$ cat config.mk
export PLATFORM = sky130hd
export DESIGN_NAME = sobel_gradient_row_depth_integrator
export DESIGN_NICKNAME = d
export VERILOG_FILES = /design/src/sv/sgri_pkg.sv /design/src/sv/sgri_gradient.sv /design/src/sv/sgri_result_fifo.sv /design/src/sv/sobel_gradient_row_depth_integrator.sv
export SDC_FILE = /design/constraint.sdc
export NUM_CORES = 1
export LEC_CHECK = 0
export ABC_AREA = 1
export BUFFER_PORTS_ARGS = -buffer_cell sky130_fd_sc_hd__buf_2
export CAP_MARGIN = 20
export CELL_PAD_IN_SITES_DETAIL_PLACEMENT = 1
export CELL_PAD_IN_SITES_GLOBAL_PLACEMENT = 2
export CORE_MARGIN = 3
export CORE_UTILIZATION = 38
export CTS_BUF_LIST = sky130_fd_sc_hd__clkbuf_8 sky130_fd_sc_hd__clkbuf_16
export DETAILED_ROUTE_END_ITERATION = 7
export PLACE_DENSITY = 0.83
export SYNTH_ARGS = -nofsm -noshare
export SYNTH_HDL_FRONTEND = slang
export SYNTH_HIERARCHICAL = 1
export SYNTH_SLANG_ARGS = --single-unit
$ cat constraint.sdc
create_clock -name clk -period 10.08 [get_ports clk]
set_clock_uncertainty 0.1 [all_clocks]
set_input_delay 3.024 -clock clk [delete_from_list [all_inputs] [get_ports clk]]
set_output_delay 3.024 -clock clk [all_outputs]
set_load 0.01 [all_outputs]
$ cat src/sv/sgri_pkg.sv
`timescale 1ns / 1ps
// ----------------------------------------------------------------------------
// sgri_pkg
// Shared types, constants and helpers of the Sobel gradient / row depth
// integrator.
// ----------------------------------------------------------------------------
package sgri_pkg;

  localparam int LUMA_W             = 8;
  localparam int CODE_W             = 8;
  localparam int LW_W               = 11;
  localparam int GRAD_W             = 11;
  localparam int GRAD_LIMIT         = 127;
  localparam int MIN_LINE_WIDTH     = 3;
  localparam int DEF_MAX_LINE_WIDTH = 1024;
  localparam int LINE_WIDTH_RESET   = 320;
  localparam int DEPTH_BIAS         = 128;
  localparam int DEPTH_MAX          = 255;
  localparam int QUEUE_DEPTH        = 4;
  localparam int APB_ADDR_W         = 3;
  localparam int APB_DATA_W         = 32;

  localparam logic [CODE_W-1:0] NEUTRAL_CODE = 8'd127;

  // Register index, taken from the word address bit of paddr
  localparam logic REG_LINE_WIDTH = 1'b0;

  typedef struct packed {
    logic [LUMA_W-1:0] above;
    logic [LUMA_W-1:0] center;
    logic [LUMA_W-1:0] below;
  } column_t;

  typedef struct packed {
    logic [CODE_W-1:0]        q_code;
    logic [CODE_W-1:0]        p_code;
    logic signed [CODE_W-1:0] p_val;
  } grad_t;

  typedef struct packed {
    logic [CODE_W-1:0] q_code;
    logic [CODE_W-1:0] p_code;
    logic [CODE_W-1:0] depth;
    logic              line_end;
    logic              last_of_run;
  } result_t;

  // Divide by 8 truncating toward zero, then clamp to +-GRAD_LIMIT
  function automatic logic signed [CODE_W-1:0] div8_clamp(
    input logic signed [GRAD_W-1:0] v
  );
    logic signed [GRAD_W-1:0] t;
    logic signed [GRAD_W-1:0] lim;
    lim = $signed(GRAD_W'(GRAD_LIMIT));
    if (v < 0) begin
      t = (v + $signed(GRAD_W'(7))) >>> 3;
    end else begin
      t = v >>> 3;
    end
    if (t > lim) begin
      t = lim;
    end else if (t < -lim) begin
      t = -lim;
    end
    return t[CODE_W-1:0];
  endfunction

endpackage

$ cat src/sv/sgri_gradient.sv
`timescale 1ns / 1ps
// ----------------------------------------------------------------------------
// sgri_gradient
// 3x3 Sobel gx / gy over three columns, scaled by 1/8, clamped and encoded.
// ----------------------------------------------------------------------------
module sgri_gradient (
  input  sgri_pkg::column_t col_left,
  input  sgri_pkg::column_t col_mid,
  input  sgri_pkg::column_t col_right,
  output sgri_pkg::grad_t   grad
);
  import sgri_pkg::*;

  logic signed [GRAD_W-1:0] la, lc, lb, ma, mb, ra, rc, rb;
  logic signed [GRAD_W-1:0] gx, gy;
  logic signed [CODE_W-1:0] p_s, q_s;

  assign la = $signed(GRAD_W'(col_left.above));
  assign lc = $signed(GRAD_W'(col_left.center));
  assign lb = $signed(GRAD_W'(col_left.below));
  assign ma = $signed(GRAD_W'(col_mid.above));
  assign mb = $signed(GRAD_W'(col_mid.below));
  assign ra = $signed(GRAD_W'(col_right.above));
  assign rc = $signed(GRAD_W'(col_right.center));
  assign rb = $signed(GRAD_W'(col_right.below));

  // Both sums stay within +-1020, so 11 bits hold every intermediate
  assign gx = (ra - la) + ((rc - lc) <<< 1) + (rb - lb);
  assign gy = (lb + (mb <<< 1) + rb) - (la + (ma <<< 1) + ra);

  assign p_s = div8_clamp(gx);
  assign q_s = div8_clamp(gy);

  assign grad.p_val  = p_s;
  assign grad.p_code = CODE_W'(p_s) + NEUTRAL_CODE;
  assign grad.q_code = CODE_W'(q_s) + NEUTRAL_CODE;

endmodule

$ cat src/sv/sgri_result_fifo.sv
`timescale 1ns / 1ps
// ----------------------------------------------------------------------------
// sgri_result_fifo
// Small result queue: up to two writes and one read per cycle.
// ----------------------------------------------------------------------------
module sgri_result_fifo (
  input  logic              clk,
  input  logic              rst_n,
  input  logic [1:0]        push_n,
  input  sgri_pkg::result_t push0,
  input  sgri_pkg::result_t push1,
  input  logic              pop,
  output sgri_pkg::result_t head,
  output logic              not_empty,
  output logic              space2
);
  import sgri_pkg::*;

  localparam int IW = $clog2(QUEUE_DEPTH);
  localparam int CW = $clog2(QUEUE_DEPTH + 1);

  result_t       mem_r [QUEUE_DEPTH];
  logic [IW-1:0] wr_ptr_r, wr_ptr_nxt, wr_ptr_p1;
  logic [IW-1:0] rd_ptr_r, rd_ptr_nxt;
  logic [CW-1:0] count_r, count_nxt;

  assign wr_ptr_p1  = wr_ptr_r + IW'(1);
  assign wr_ptr_nxt = wr_ptr_r + IW'(push_n);
  assign rd_ptr_nxt = rd_ptr_r + IW'(pop);
  assign count_nxt  = count_r + CW'(push_n) - CW'(pop);

  assign head      = mem_r[rd_ptr_r];
  assign not_empty = (count_r != '0);
  assign space2    = (count_r <= CW'(QUEUE_DEPTH - 2));

  always_ff @(posedge clk) begin
    if (!rst_n) begin
      wr_ptr_r <= '0;
      rd_ptr_r <= '0;
      count_r  <= '0;
    end else begin
      wr_ptr_r <= wr_ptr_nxt;
      rd_ptr_r <= rd_ptr_nxt;
      count_r  <= count_nxt;
    end
  end

  always_ff @(posedge clk) begin
    for (int i = 0; i < QUEUE_DEPTH; i++) begin
      if (push_n != 2'd0 && IW'(i) == wr_ptr_r) begin
        mem_r[i] <= push0;
      end else if (push_n == 2'd2 && IW'(i) == wr_ptr_p1) begin
        mem_r[i] <= push1;
      end
    end
  end

endmodule

$ cat src/sv/sobel_gradient_row_depth_integrator.sv
`timescale 1ns / 1ps
// ----------------------------------------------------------------------------
// sobel_gradient_row_depth_integrator
// Streaming Sobel gradient encoder with a per-line running depth integral.
// ----------------------------------------------------------------------------
// Usage:
//   in_*  : one pixel column per transfer (luma above, center, below).
//   out_* : result transfers carrying q_code, p_code, depth, line_end and
//           last_of_run. Column 0 gives no result, every later column gives
//           the result of the column before it, and the last column of a line
//           gives a second result for itself (line_end set).
//   cfg_* : APB-style register port; line_width at address 0.
// Order: an accepted column is held in the input register until the queue
//   has room for two results; it is then processed into the result queue.
// Throughput: one column per cycle while the result queue has room;
//   the extra result at each line end is balanced by column 0 giving none,
//   so a line of W columns gives W results and the output keeps pace.
// Reset: the column counter and depth sum clear, line_width returns to 320,
//   the result queue empties. No clearing pass is needed.
// Stall: when out_ready is low results wait in a four-entry queue; in_ready
//   drops once the queue cannot take the two results of another column.
// ----------------------------------------------------------------------------
module sobel_gradient_row_depth_integrator #(
  parameter int MAX_LINE_WIDTH = sgri_pkg::DEF_MAX_LINE_WIDTH
) (
  input  logic                            clk,
  input  logic                            rst_n,
  input  logic                            in_valid,
  output logic                            in_ready,
  input  logic [sgri_pkg::LUMA_W-1:0]     in_luma_above,
  input  logic [sgri_pkg::LUMA_W-1:0]     in_luma_center,
  input  logic [sgri_pkg::LUMA_W-1:0]     in_luma_below,
  output logic                            out_valid,
  input  logic                            out_ready,
  output logic [sgri_pkg::CODE_W-1:0]     out_q_code,
  output logic [sgri_pkg::CODE_W-1:0]     out_p_code,
  output logic [sgri_pkg::CODE_W-1:0]     out_depth,
  output logic                            out_line_end,
  output logic                            out_last_of_run,
  input  logic                            cfg_psel,
  input  logic                            cfg_penable,
  input  logic                            cfg_pwrite,
  input  logic [sgri_pkg::APB_ADDR_W-1:0] cfg_paddr,
  input  logic [sgri_pkg::APB_DATA_W-1:0] cfg_pwdata,
  output logic [sgri_pkg::APB_DATA_W-1:0] cfg_prdata,
  output logic                            cfg_pready
);
  import sgri_pkg::*;

  localparam int CNT_W = $clog2(MAX_LINE_WIDTH);
  localparam int SUM_W = CNT_W + 9;
  localparam int CMP_W = (CNT_W + 1 > LW_W) ? CNT_W + 1 : LW_W;

  // Input register and column state
  logic                    s1_valid_r, s1_valid_nxt;
  column_t                 s1_col_r;
  column_t                 win0_r, win1_r;
  logic [CNT_W-1:0]        cnt_r, cnt_nxt;
  logic signed [SUM_W-1:0] sum_r, sum_nxt;
  logic [LW_W-1:0]         line_width_r;

  logic                    in_xfer, adv, cfg_wr, fifo_space2;
  logic [CMP_W-1:0]        w_eff, lw_ext, cnt_inc;
  logic                    last, has_first, inner;
  grad_t                   grad;
  logic signed [CODE_W-1:0] p_sel;
  logic signed [SUM_W-1:0] p2, sum_new, z;
  logic [CODE_W-1:0]       depth_clamped;
  result_t                 r_pix, r_end, push0;
  logic [1:0]              push_n;
  result_t                 head;

  // --------------------------------------------------------------------------
  // Configuration port
  // --------------------------------------------------------------------------
  assign cfg_pready = 1'b1;
  assign cfg_wr     = cfg_psel & cfg_penable & cfg_pwrite & cfg_pready;

  always_comb begin
    cfg_prdata = '0;
    if (cfg_paddr[2] == REG_LINE_WIDTH) begin
      cfg_prdata = APB_DATA_W'(line_width_r);
    end
  end

  always_ff @(posedge clk) begin
    if (!rst_n) begin
      line_width_r <= LW_W'(LINE_WIDTH_RESET);
    end else if (cfg_wr && cfg_paddr[2] == REG_LINE_WIDTH) begin
      line_width_r <= cfg_pwdata[LW_W-1:0];
    end
  end

  // --------------------------------------------------------------------------
  // Input register
  // --------------------------------------------------------------------------
  assign adv      = s1_valid_r & fifo_space2;
  assign in_ready = ~s1_valid_r | fifo_space2;
  assign in_xfer  = in_valid & in_ready;

  always_comb begin
    s1_valid_nxt = s1_valid_r;
    if (in_xfer) begin
      s1_valid_nxt = 1'b1;
    end else if (adv) begin
      s1_valid_nxt = 1'b0;
    end
  end

  always_ff @(posedge clk) begin
    if (!rst_n) begin
      s1_valid_r <= 1'b0;
    end else begin
      s1_valid_r <= s1_valid_nxt;
    end
  end

  always_ff @(posedge clk) begin
    if (in_xfer) begin
      s1_col_r.above  <= in_luma_above;
      s1_col_r.center <= in_luma_center;
      s1_col_r.below  <= in_luma_below;
    end
  end

  // --------------------------------------------------------------------------
  // Column position and gradient
  // --------------------------------------------------------------------------
  assign lw_ext  = CMP_W'(line_width_r);
  assign cnt_inc = CMP_W'(cnt_r) + CMP_W'(1);

  always_comb begin
    w_eff = lw_ext;
    if (lw_ext < CMP_W'(MIN_LINE_WIDTH)) begin
      w_eff = CMP_W'(MIN_LINE_WIDTH);
    end else if (lw_ext > CMP_W'(MAX_LINE_WIDTH)) begin
      w_eff = CMP_W'(MAX_LINE_WIDTH);
    end
  end

  // A shrunk width mid-line also ends the line here
  assign last      = (cnt_inc >= w_eff);
  assign has_first = (cnt_r != '0);
  assign inner     = (cnt_r > CNT_W'(1));

  sgri_gradient u_gradient (
    .col_left  (win1_r),
    .col_mid   (win0_r),
    .col_right (s1_col_r),
    .grad      (grad)
  );

  // --------------------------------------------------------------------------
  // Depth integral
  // --------------------------------------------------------------------------
  assign p_sel   = inner ? grad.p_val : '0;
  assign p2      = {{(SUM_W - CODE_W - 1){p_sel[CODE_W-1]}}, p_sel, 1'b0};
  assign sum_new = sum_r + p2;
  assign z       = sum_new + $signed(SUM_W'(DEPTH_BIAS));

  always_comb begin
    if (z < 0) begin
      depth_clamped = '0;
    end else if (z > $signed(SUM_W'(DEPTH_MAX))) begin
      depth_clamped = CODE_W'(DEPTH_MAX);
    end else begin
      depth_clamped = z[CODE_W-1:0];
    end
  end

  // --------------------------------------------------------------------------
  // Result assembly
  // --------------------------------------------------------------------------
  always_comb begin
    r_pix.q_code      = inner ? grad.q_code : NEUTRAL_CODE;
    r_pix.p_code      = inner ? grad.p_code : NEUTRAL_CODE;
    r_pix.depth       = depth_clamped;
    r_pix.line_end    = 1'b0;
    r_pix.last_of_run = ~last;

    r_end.q_code      = NEUTRAL_CODE;
    r_end.p_code      = NEUTRAL_CODE;
    r_end.depth       = depth_clamped;
    r_end.line_end    = 1'b1;
    r_end.last_of_run = 1'b1;
  end

  assign push0  = has_first ? r_pix : r_end;
  assign push_n = adv ? (2'(has_first) + 2'(last)) : 2'd0;

  // --------------------------------------------------------------------------
  // State update
  // --------------------------------------------------------------------------
  always_comb begin
    cnt_nxt = cnt_r;
    sum_nxt = sum_r;
    if (adv) begin
      if (last) begin
        cnt_nxt = '0;
        sum_nxt = '0;
      end else begin
        cnt_nxt = cnt_r + CNT_W'(1);
        sum_nxt = sum_new;
      end
    end
  end

  always_ff @(posedge clk) begin
    if (!rst_n) begin
      cnt_r <= '0;
      sum_r <= '0;
    end else begin
      cnt_r <= cnt_nxt;
      sum_r <= sum_nxt;
    end
  end

  // Window taps are only read once both hold columns of the current line
  always_ff @(posedge clk) begin
    if (adv && !last) begin
      win1_r <= win0_r;
      win0_r <= s1_col_r;
    end
  end

  // --------------------------------------------------------------------------
  // Result queue
  // --------------------------------------------------------------------------
  sgri_result_fifo u_result_fifo (
    .clk       (clk),
    .rst_n     (rst_n),
    .push_n    (push_n),
    .push0     (push0),
    .push1     (r_end),
    .pop       (out_valid & out_ready),
    .head      (head),
    .not_empty (out_valid),
    .space2    (fifo_space2)
  );

  assign out_q_code      = head.q_code;
  assign out_p_code      = head.p_code;
  assign out_depth       = head.depth;
  assign out_line_end    = head.line_end;
  assign out_last_of_run = head.last_of_run;

`ifndef SYNTHESIS
  a_line_restart: assert property (@(posedge clk) disable iff (!rst_n)
    (adv && last) |=> (cnt_r == '0 && sum_r == '0))
    else $error("line end did not restart the column state");

  a_end_is_border: assert property (@(posedge clk) disable iff (!rst_n)
    (out_valid && out_line_end) |->
      (out_last_of_run && out_q_code == NEUTRAL_CODE && out_p_code == NEUTRAL_CODE))
    else $error("line end result is not a neutral final result");

  a_hold_stage: assert property (@(posedge clk) disable iff (!rst_n)
    (s1_valid_r && !adv) |=> (s1_valid_r && $stable(s1_col_r)))
    else $error("stalled column lost from the input register");

  a_first_col_silent: assert property (@(posedge clk) disable iff (!rst_n)
    (adv && cnt_r == '0) |-> (push_n == 2'd0))
    else $error("column zero produced a result");
`endif

endmodule
After elaboration in Yosys (flattened, before gate mapping)
Memories as Yosys holds them, arrays and structs flattened. A register that Yosys moved wholly into a read port is not among the register bits.
Cells that the tools add are included.
Widths: inputs -> output; s select.
{"block": "classes", "n_reduce_logical": 19, "n_bitwise": 13, "mux": 51, "n_addsub": 24, "eq_ne": 7, "magnitude_cmp": 13}
{"cell": "$mux 26", "n": 7}
{"cell": "$mux 8", "n": 9}
{"cell": "$mux 11", "n": 5}
{"cell": "$reduce_or 26->1", "n": 2}
{"cell": "$add 11x9->11", "n": 3}
{"cell": "$sub 8x8->9", "n": 3}
{"cell": "$mux 1", "n": 24}
{"cell": "$add 11x4->11 const B", "n": 2}
{"cell": "$gt 11x8->1 const B", "n": 2}
{"cell": "$lt 11x1->1 const B", "n": 2}
{"cell": "$lt 11x8->1 const B", "n": 2}
{"cell": "$add 8x9->10", "n": 2}
{"cell": "$add 19x9->19", "n": 1}
{"cell": "$add 19x9->19 const B", "n": 1}
{"cell": "$gt 19x9->1 const B", "n": 1}
{"cell": "$lt 19x1->1 const B", "n": 1}
{"cell": "$mux 19", "n": 1}
{"cell": "$add 8x7->8 const B", "n": 2}
{"cell": "$add 10x1->11 const B", "n": 1}
{"cell": "$add 11x11->11", "n": 1}
{"cell": "$ge 11x11->1", "n": 1}
{"cell": "$gt 11x11->1 const B", "n": 1}
{"cell": "$lt 11x2->1 const B", "n": 1}
{"cell": "$sub 11x11->11", "n": 1}
{"cell": "other kinds (23)", "n": 51}
{"block": "totals", "wordCells": 144, "regBits": 120, "memories": 1, "input_bits": 66, "mem_bits_rw": 104, "output_inout_bits": 61}
{"memory": "u_result_fifo.mem_r", "depth": 4, "word_bits": 26, "rd": 1, "rd_ports_with_merged_regs": 1, "wr": 2, "line": "sgri_result_fifo.sv:22", "text": "result_t mem_r [QUEUE_DEPTH];"}

Longest topological paths before layout
Gate-level depths: netlist of run 1.
{"block": "logic_depth", "ltp_word": 17, "mapped_depth": 57, "depth_no_buf": 57}

Cells and area by module
Netlist of run 1, hierarchy kept.
{"module": "sobel_gradient_row_depth_integrator", "seq_area_each_um2": 2962.8, "area_each_um2": 6247.2, "cells_per_inst": 693, "instances": 1}
{"module": "sgri_result_fifo", "seq_area_each_um2": 3263.1, "area_each_um2": 6117.1, "cells_per_inst": 621, "instances": 1}
{"module": "sgri_gradient", "seq_area_each_um2": 0.0, "area_each_um2": 4165.2, "cells_per_inst": 639, "instances": 1}

Worst setup path before layout of run 1
OpenSTA, ideal clock, no wires.
{"block": "synth_path", "path_type": "register to register", "start": "register s1_col_r[0] (netlist bit)", "end": "memory u_result_fifo/mem_r[0][3] (netlist bit) (data pin)", "setup_time_ns": 0.258, "synth_period_minus_slack_ns": 7.418, "required_ns": 9.722, "path_buffers": 0, "slack_ns": 2.662, "stages_incl_launch_ff": 51, "arrival_ns": 7.060, "path_cell_list": "edfxtp_1 inv_1 ha_1 inv_1 fa_1 a21oi_1 o21bai_1 a21oi_1 o21bai_1 nand2_1 nand2_1 a21oi_1 fa_1 ha_1 inv_1 nor3_2 nand2_4 nand2_2 [... 15 more ...] inv_1 nand2_1 nand3_1 nand2_1 nor2_1 nor2_1 xor2_1 inv_1 ha_1 or2_1 a21oi_1 nand2_1 nor2_2 nand3_2 nor2_4 a21oi_1 inv_1 o21ai_2"}
{"element": "start: declaration", "line": "sobel_gradient_row_depth_integrator.sv:56", "text": "column_t s1_col_r;"}
{"element": "end: declaration", "line": "sgri_result_fifo.sv:22"}

==> results of run 1 <==
## per-layer routing
metal | up-vias | GRT usage | wire, µm
met5 | - | 0 | 0
li1 | 6442 | - | -
met1 | 6114 | 0.238 | 19400
met3 | 40 | 0.0208 | 929
met4 | 0 | 0.0317 | 614
met2 | 106 | 0.314 | 19500
## through the flow
stage | util | setup WS (ps) | cell area [µm²] | hold slack (ps) | instances
after floorplan | - | 2660 | 16700 | 300 | 1991
after CTS | 0.432 | 1270 | 18300 | 320 | 2632
after global placement | 0.409 | 1500 | 17400 | 303 | 2580
final | 0.433 | 1350 | 18400 | 316 | 2634
after detailed placement | 0.409 | 1310 | 17400 | 306 | 2580
after global routing | 0.433 | 360 | 18400 | 330 | 2634
## synthesized netlist by cell type (32+ instances only)
cell | instances | area share
nand2_1 | 465 | 0.11
inv_1 | 327 | 0.074
edfxtp_1 | 176 | 0.32
a21oi_1 | 110 | 0.033
o21ai_2 | 93 | 0.049
ha_1 | 88 | 0.067
nor2_1 | 80 | 0.018
nand3_1 | 76 | 0.023
o21ai_0 | 54 | 0.016
dfxtp_1 | 47 | 0.057
fa_1 | 39 | 0.047
nand2_2 | 32 | 0.012
## cells in the final DEF, fill, tap and decap left out, drive strengths merged, types with 2 or more instances in the layout
cell / count
a21boi: 2
a21o: 2
a21oi: 114
a31oi: 2
buf: 89
bufinv: 5
clkbuf: 29
clkinv: 15
conb: 40
dfxtp: 47
edfxtp: 176
fa: 39
ha: 88
inv: 355
nand2: 521
nand3: 103
nand3b: 4
nand4: 15
nor2: 108
nor3: 11
nor3b: 2
nor4: 4
o211ai: 30
o21ai: 165
o21bai: 10
o31ai: 4
o41ai: 5
or2: 19
xnor2: 19
xor2: 28
## sequential cells by signal, indices dropped and copies added, names as in the netlist
register and cells:
cnt_r 10, sum_r 18, u_result_fifo/mem_r 104, win0_r 24, s1_col_r 24, win1_r 24
s1_valid_r 1, u_result_fifo/rd_ptr_r 2, u_result_fifo/wr_ptr_r 2, line_width_r 11, u_result_fifo/count_r 3
## worst paths after layout
path | start | endpoint | slack (ps) | cells after the start
min | win0_r[12] | win1_r[12] | 320 | 0
min reg2reg | win0_r[12] | win1_r[12] | 320 | 0
max | s1_col_r[0] | u_result_fifo/mem_r[2][3] | 1350 | 50
max reg2reg | s1_col_r[0] | u_result_fifo/mem_r[2][3] | 1350 | 50
## final cells by class
class / instances / area share
Tap cell: 577 / 0.0393
Clock inverter: 23 / 0.0127
Timing Repair Buffer: 89 / 0.0267
Multi-Input combinational cell: 1341 / 0.471
Clock buffer: 29 / 0.0395
Sequential cell: 223 / 0.339
Inverter: 352 / 0.0719
## kinds of logic (layout without fill, tap and decap cells)
kind of cell | after synthesis | after routing | synth area share
flops | 223 | 223 | 0.377
compound gates | 339 | 339 | 0.136
other cells | 2 | 40 | 0.000454
xor+xnor | 47 | 47 | 0.0263
fa+ha+maj | 127 | 127 | 0.114
buf+inv | 427 | 493 | 0.113
simple gates | 788 | 788 | 0.234
==> impl_metrics.csv, run 1 <==
group,metric,value,unit
placed_design,port_buffers,81,
cells_and_area,drive_above_1_share,0.193,
cts,cts_tree,"built",
die,rows,75,
route,drt_iter0_drc,504,
route,postRouteAntennaNets,0,
global_route,grt_usage,0.178,
cts,clockBufferDepth,3,
die,initial_core_util,0.390,
global_route,grt_pass1_wl,68.3,mm
route,vias_per_cell,4.82,
cts,htreeDepth,1,
critical_path,critPathMaxFanout,8,
logic_synthesis,synth-main-ff-cell,"edfxtp_1",
critical_path,cp_data_required_time,10370,ps
global_route,antenna_found_initial,0,
critical_path,cp.buffers_inverters,8,
timing,tightest_slew,985,ps
global_route,first_global_vias,13426,
route,vias,12702,
timing,fin_crit,8730,ps
critical_path,slowest_stage,"a21oi_1",
route,drt-total-wl,40.5,mm
logic_synthesis,ys.warnings.count,6,
die,core-area,0.0424,mm²
cts,root_buffer,"clkbuf_16",
outcome,outcome,"completed",
critical_path,crit_path_end_kind,"flip-flop",
cts,cts_buffers,28,
timing,report.final.slew_viol_count,0,
die,dieArea,0.0460,mm²
timing,fin_crit_sh,0.866,
cells_and_area,multi_input_area,0.00865,mm²
route,wl_per_cell,15.4,µm
run,cap_violations,0,
timing,hold_viol_final,0,
global_route,grt-ovfl-total,0,
global_route,grt_max_degree,106,
timing,fin_tns_setup,0,ps
timing,max_freq,0.115,GHz
logic_synthesis,synth_seq_area_share,0.377,
cells_and_area,final_nets,2228,
critical_path,crit_type,"flip-flop to flip-flop",
critical_path,cpPeakStageDelay,510,ps
hold_path,hp-class,"flip-flop to flip-flop",
die,die_h,215,µm
logic_synthesis,synth_area,0.0165,mm²
cells_and_area,synthToLayoutAreaGrowth,11.1,%
route,drc_errors,0,
placed_design,dp_hpwl,29.9,mm
cts,clock-sinks,223,
logic_synthesis,synth_cell_types,59,
cts,ctsHoldBuffers,0,
cts,clk_latency,550,ps
logic_synthesis,synth_edf_count,176,
critical_path,cp_common_cell,"nand2_1",
critical_path,arrival,9020,ps
cts,cts_resized,0,
die,chipWidth,215,µm
timing,setup-violations-final,0,
cts,cts_setup_buffers,0,
logic_synthesis,syn_inst,1953,
timing,rsz0062_at_grt,"false",
critical_path,path_delay_family,"simple AND/OR/NAND/NOR gates",
placed_design,gp_congestion,0.808,
cells_and_area,seq_area,0.00623,mm²
die,ioPinCount,127,
logic_synthesis,syn_area_per_cell,8.46,µm²
timing,relSlewSlack,0.343,
logic_synthesis,async_reset_ff_frac,0,
route,firstDrtPassIters,4,
cts,cts.clk_slew.worst_paths,60,ps
cells_and_area,diodes,0,
logic_synthesis,ys_ff_latch,223,
critical_path,worstSetupStartpointType,"flip-flop",
cells_and_area,fillCellCount,5112,
Power of run 1 is left out: the tool's default activity adds up to more than one toggle a clock period on the data nets, which glitch-free logic cannot reach.
==> run 2, diff against run 1 <==
CORE_UTILIZATION = 34   (was 38)
PLACE_DENSITY = 0.78   (was 0.83)
clock period = 7.3 ns   (was 10.08 ns; I/O delays follow)
==> run 2 against run 1 <==
Net effect:
- the run now ends with setup timing left
- global-route usage is 0.066 points higher
- critical endpoint is now u_result_fifo/mem_r[1][7]
- count of clock-buffer cells in the layout is 2 lower
- largest cell class unchanged
- fmax is 15% higher
- highest routed layer unchanged
- register-to-register slack worse by 1600 ps
- die area is 11% higher
- worst hold slack better by 5.4 ps
==> impl_metrics.csv, run 2 (synthesis gave the netlist of run 1 again) <==
group,metric,value,unit
critical_path,cpPeakStageDelay,500,ps
global_route,antenna_found_initial,0,
critical_path,arrival,7790,ps
hold_path,hp-class,"flip-flop to flip-flop",
timing,setup-violations-final,32,
hold_path,whs_path_depth,0,
cells_and_area,drive_above_1_share,0.340,
cells_and_area,layout_common_cells,"nand2_1 (431), inv_1 (297), buf_4 (224)",
placed_design,pre_cts_ws,-717,ps
hold_path,holdCritStartpoint,"win0_r[9]",
critical_path,path_delay_family,"simple AND/OR/NAND/NOR gates",
timing,setup_slack,-296,ps
die,dieArea,0.0513,mm²
cells_and_area,synthToLayoutAreaGrowth,26.7,%
global_route,first_global_vias,14784,
critical_path,r2r_start,"s1_col_r[0]",
global_route,grt_max_degree,66,
critical_path,crit_path_end_kind,"flip-flop",
cts,clockBufferDepth,3,
cts,clk_latency,570,ps
global_route,grt_pass1_wl,74.3,mm
critical_path,crit_type,"flip-flop to flip-flop",
cells_and_area,top_register,"u_result_fifo/mem_r",
die,core-area,0.0478,mm²
critical_path,r2r_setup_slack,-300,ps
route,firstDrtPassIters,4,
route,drt-total-wl,46.9,mm
critical_path,r2r_end,"u_result_fifo/mem_r[1][7]",
outcome,failed_checks,"setup timing",
hold_path,whs_endpoint,"win1_r[9]",
route,wl_per_cell,16.2,µm
cts,cts_buffers,27,
timing,fin_crit_sh,1.04,
cts,root_buffer,"clkbuf_16",
die,ioPinCount,127,
timing,max_freq,0.132,GHz
critical_path,slowest_stage,"fa_2",
timing,fin_crit,7600,ps
timing,report.final.slew_viol_count,0,
critical_path,cp.buffers_inverters,14,
cts,cts.clk_slew.worst_paths,60,ps
route,vias_per_cell,4.74,
die,rows,80,
route,vias,13745,
timing,relSlewSlack,0.323,
placed_design,port_buffers,81,
run,cap_violations,0,
critical_path,worstSetupStartpointType,"flip-flop",
global_route,grt_usage,0.179,
critical_path,crit_path_start,"s1_col_r[0]",
placed_design,dp_hpwl,31.3,mm
cells_and_area,finalCoreUtilization,0.438,
cells_and_area,final_common_cell,"nand2_1",
cells_and_area,final_nets,2454,
timing,hold_viol_final,0,
outcome,outcome,"finished, violations left",
critical_path,critPathMaxFanout,8,
placed_design,gp_congestion,0.791,
cells_and_area,fin_cells,2897,
cts,htreeDepth,1,
cells_and_area,diodes,0,
die,initial_core_util,0.345,
cells_and_area,largest_reg_flops,104,
critical_path,rr_worst_depth,51,
cts,clock-sinks,223,
timing,finalHoldWorstSlack,321,ps
die,die_h,226,µm
route,drt_iter0_drc,514,
route,postRouteAntennaNets,0,
timing,rsz0062_at_grt,"true",
critical_path,cp_common_cell,"inv_2",
route,drc_errors,0,
global_route,grt-ovfl-total,0,
placed_design,post-place-cells,2756,
critical_path,cp_data_required_time,7500,ps
die,chipWidth,226,µm
cts,cts_tree,"built",
timing,tightest_slew,1020,ps
[run 2: cell types whose count changed in the layout (fill, tap and decap cells not counted), moves of 12 or more]
cell     before  now
inv_2        22   51
a21oi_1     109   88
ha_4          0   16
a21oi_4       1   13
nand3_1      76   64
buf_4         6  224
inv_1       332  297
nor2_1       79   62
nor2_4       16   28
ha_1         88   71
nand2_1     465  431
nand2_2      32   57
[run 2: timing repair]
action	in CTS	in global routing
cloned	0	0
buffers inserted	78	22
setup endpoints to repair	32	55
pin swaps	57	93
gates resized for setup	100	118
hold buffers	0	0
[run 2: metal layers]
metal  global-route usage  up-vias  routed length [µm]
met5                    0        -                   0
met4               0.0442        0                 976
met3               0.0194       65                1080
met2                0.330      125               24100
met1                0.222     6673               20700
li1                     -     6882                   -
[run 2: worst reg2reg max path: cells and delay by family (launching register included)]
kind	cells	cell delay, ps
buf+inv	14	1410
compound gates	8	1100
xor+xnor	1	200
fa+ha+maj	6	1810
simple gates	22	2330
flops	1	400
[run 2: how the worst max path moves through the flow]
stage / endpoint / cells past startpoint
global route: u_result_fifo/mem_r[1][6] / 49
floorplan: u_result_fifo/mem_r[1][9] / 50
detailed placement: u_result_fifo/mem_r[1][6] / 52
global placement: u_result_fifo/mem_r[1][6] / 49
finish: u_result_fifo/mem_r[1][7] / 51
CTS: u_result_fifo/mem_r[0][6] / 54
[run 2: area by class of cell]
class                           count  area (µm²)
Fill cell                        5607       26900
Multi-Input combinational cell   1341        9490
Sequential cell                   223        6230
Timing Repair Buffer              316        2250
Inverter                          352        1340
Tap cell                          615         769
Clock buffer                       27         676
Clock inverter                     23         180
[run 2: metrics by stage]
| stage | TNS [ps] | area [µm²] |
|---|---|---|
| after CTS | -4140 | 20400 |
| after detailed placement | -21180 | 18500 |
| after global placement | -16290 | 18500 |
| final | -8400 | 20900 |
| after global routing | -22110 | 20900 |
| after floorplan | 0 | 16700 |
Power of run 2 is left out for the same reason.
==> run 3, diff against run 2 <==
BUFFER_PORTS_ARGS = default   (was -buffer_cell sky130_fd_sc_hd__buf_2)
CORE_UTILIZATION = 36   (was 34)
DONT_BUFFER_PORTS = 1   (was default)
==> run 3 against run 2 <==
Net effect:
- setup slack better by 82 ps
- first-iteration DRC count increased by 3.1%
- critical path depth fell by 1
- global-route usage decreased by 0.061 points
- sequential share of layout area is 0.75 points higher
- fmax increased by 1.1%
- final cell count down 4.1%
- count of clock-buffer cells in the layout down 1
- via count fell by 3.1%
- the run still ends with setup timing left
==> impl_metrics.csv, run 3 (synthesis gave the netlist of run 1 again) <==
group,metric,value,unit
placed_design,post-place-cells,2659,
outcome,outcome,"finished, violations left",
hold_path,hp-class,"flip-flop to flip-flop",
critical_path,slowest_stage,"fa_2",
global_route,first_global_vias,14184,
cts,cts_tree,"built",
critical_path,arrival,7820,ps
cts,cts.clk_slew.worst_paths,60,ps
critical_path,critPathMaxFanout,8,
timing,rsz0062_at_grt,"true",
placed_design,pre_cts_ws,-859,ps
cells_and_area,final_common_cell,"nand2_1",
route,firstDrtPassIters,4,
global_route,grt_max_degree,62,
critical_path,r2r_setup_slack,-210,ps
critical_path,r2r_start,"s1_col_r[0]",
global_route,antenna_found_initial,0,
timing,hold_viol_final,0,
hold_path,whs_path_depth,0,
placed_design,gp_congestion,0.806,
critical_path,rr_worst_depth,50,
critical_path,worstSetupStartpointType,"flip-flop",
timing,fin_crit_sh,1.03,
timing,max_freq,0.133,GHz
die,core-area,0.0448,mm²
critical_path,crit_path_end_kind,"flip-flop",
die,rows,77,
cells_and_area,fillCellCount,5301,
outcome,failed_checks,"setup timing",
critical_path,cpPeakStageDelay,510,ps
run,cap_violations,0,
route,drc_errors,0,
cells_and_area,multi_input_area,0.00945,mm²
cells_and_area,layout_common_cells,"nand2_1 (424), inv_1 (302), buf_4 (206)",
cells_and_area,final_nets,2361,
hold_path,whs_endpoint,"win1_r[15]",
critical_path,path_delay_family,"simple AND/OR/NAND/NOR gates",
global_route,grt_usage,0.178,
timing,report.final.slew_viol_count,0,
cells_and_area,drive_above_1_share,0.311,
die,initial_core_util,0.369,
cells_and_area,seq_area,0.00623,mm²
timing,fin_crit,7510,ps
timing,relSlewSlack,0.299,
cells_and_area,synthToLayoutAreaGrowth,23.5,%
cts,clockBufferDepth,3,
hold_path,holdCritStartpoint,"win0_r[15]",
route,wl_per_cell,15.8,µm
cells_and_area,largest_reg_flops,104,
die,dieArea,0.0485,mm²
cts,cts_buffers,26,
cells_and_area,diodes,0,
critical_path,cp_common_cell,"nor2_4",
die,chipWidth,220,µm
cts,clk_latency,570,ps
placed_design,port_buffers,0,
placed_design,dp_hpwl,30.8,mm
critical_path,cp.buffers_inverters,9,
route,vias,13320,
cts,root_buffer,"clkbuf_16",
cells_and_area,fin_cells,2779,
critical_path,r2r_end,"u_result_fifo/mem_r[0][9]",
global_route,grt_pass1_wl,70.3,mm
die,die_h,220,µm
timing,setup-violations-final,32,
global_route,grt-ovfl-total,0,
timing,fin_tns_setup,-6020,ps
cts,clock-sinks,223,
die,ioPinCount,127,
route,drt_iter0_drc,530,
timing,tightest_slew,1050,ps
critical_path,cp_data_required_time,7610,ps
route,postRouteAntennaNets,0,
route,drt-total-wl,43.8,mm
cells_and_area,top_register,"u_result_fifo/mem_r",
critical_path,crit_type,"flip-flop to flip-flop",
cts,htreeDepth,1,
route,vias_per_cell,4.79,
timing,setup_slack,-214,ps
## run 3: cell types whose count changed in the layout (fill, tap and decap cells not counted), sizes merged
cell    change
inv         -2
buf        -92
clkinv      -2
bufinv      +2
clkbuf      -1
## run 3: timing repair
action | in CTS | in global routing
endpoints found under the setup margin | 32 | 39
pin swaps | 95 | 89
buffers inserted | 55 | 28
gates resized for setup | 114 | 103
hold buffers | 0 | 0
## run 3: worst max-delay path by stage
stage	startpoint	endpoint	slack, ps	cells after the start
final	s1_col_r[0]	u_result_fifo/mem_r[0][9]	-210	50
after global routing	s1_col_r[0]	u_result_fifo/mem_r[2][9]	-700	50
after CTS	s1_col_r[0]	u_result_fifo/mem_r[2][3]	-330	55
after detailed placement	s1_col_r[0]	u_result_fifo/mem_r[1][9]	-860	50
after global placement	s1_col_r[0]	u_result_fifo/mem_r[1][9]	-620	50
after floorplan	s1_col_r[16]	u_result_fifo/mem_r[1][9]	30	50
## run 3: metrics by stage
step	area [µm²]	util	hold slack, ps
after floorplan	16700	-	300
after global placement	18100	0.403	303
after detailed placement	18100	0.403	307
after CTS	19900	0.444	320
after global routing	20400	0.456	335
final	20400	0.456	319
## run 3: layout make-up
| cell class | instances | area share |
|---|---|---|
| timing repair buffer | 224 | 0.0877 |
| clock buffer | 26 | 0.0319 |
| multi-input combinational | 1341 | 0.463 |
| tap | 592 | 0.0363 |
| clock inverter | 21 | 0.0105 |
| sequential | 223 | 0.305 |
| inverter | 352 | 0.0660 |
## run 3: metal layers
metal  share of wire  global-route usage
met3           0.026              0.0214
met5               0                   0
met4           0.020              0.0384
met1            0.45               0.223
met2            0.50               0.328
Power of run 3 is left out for the same reason.
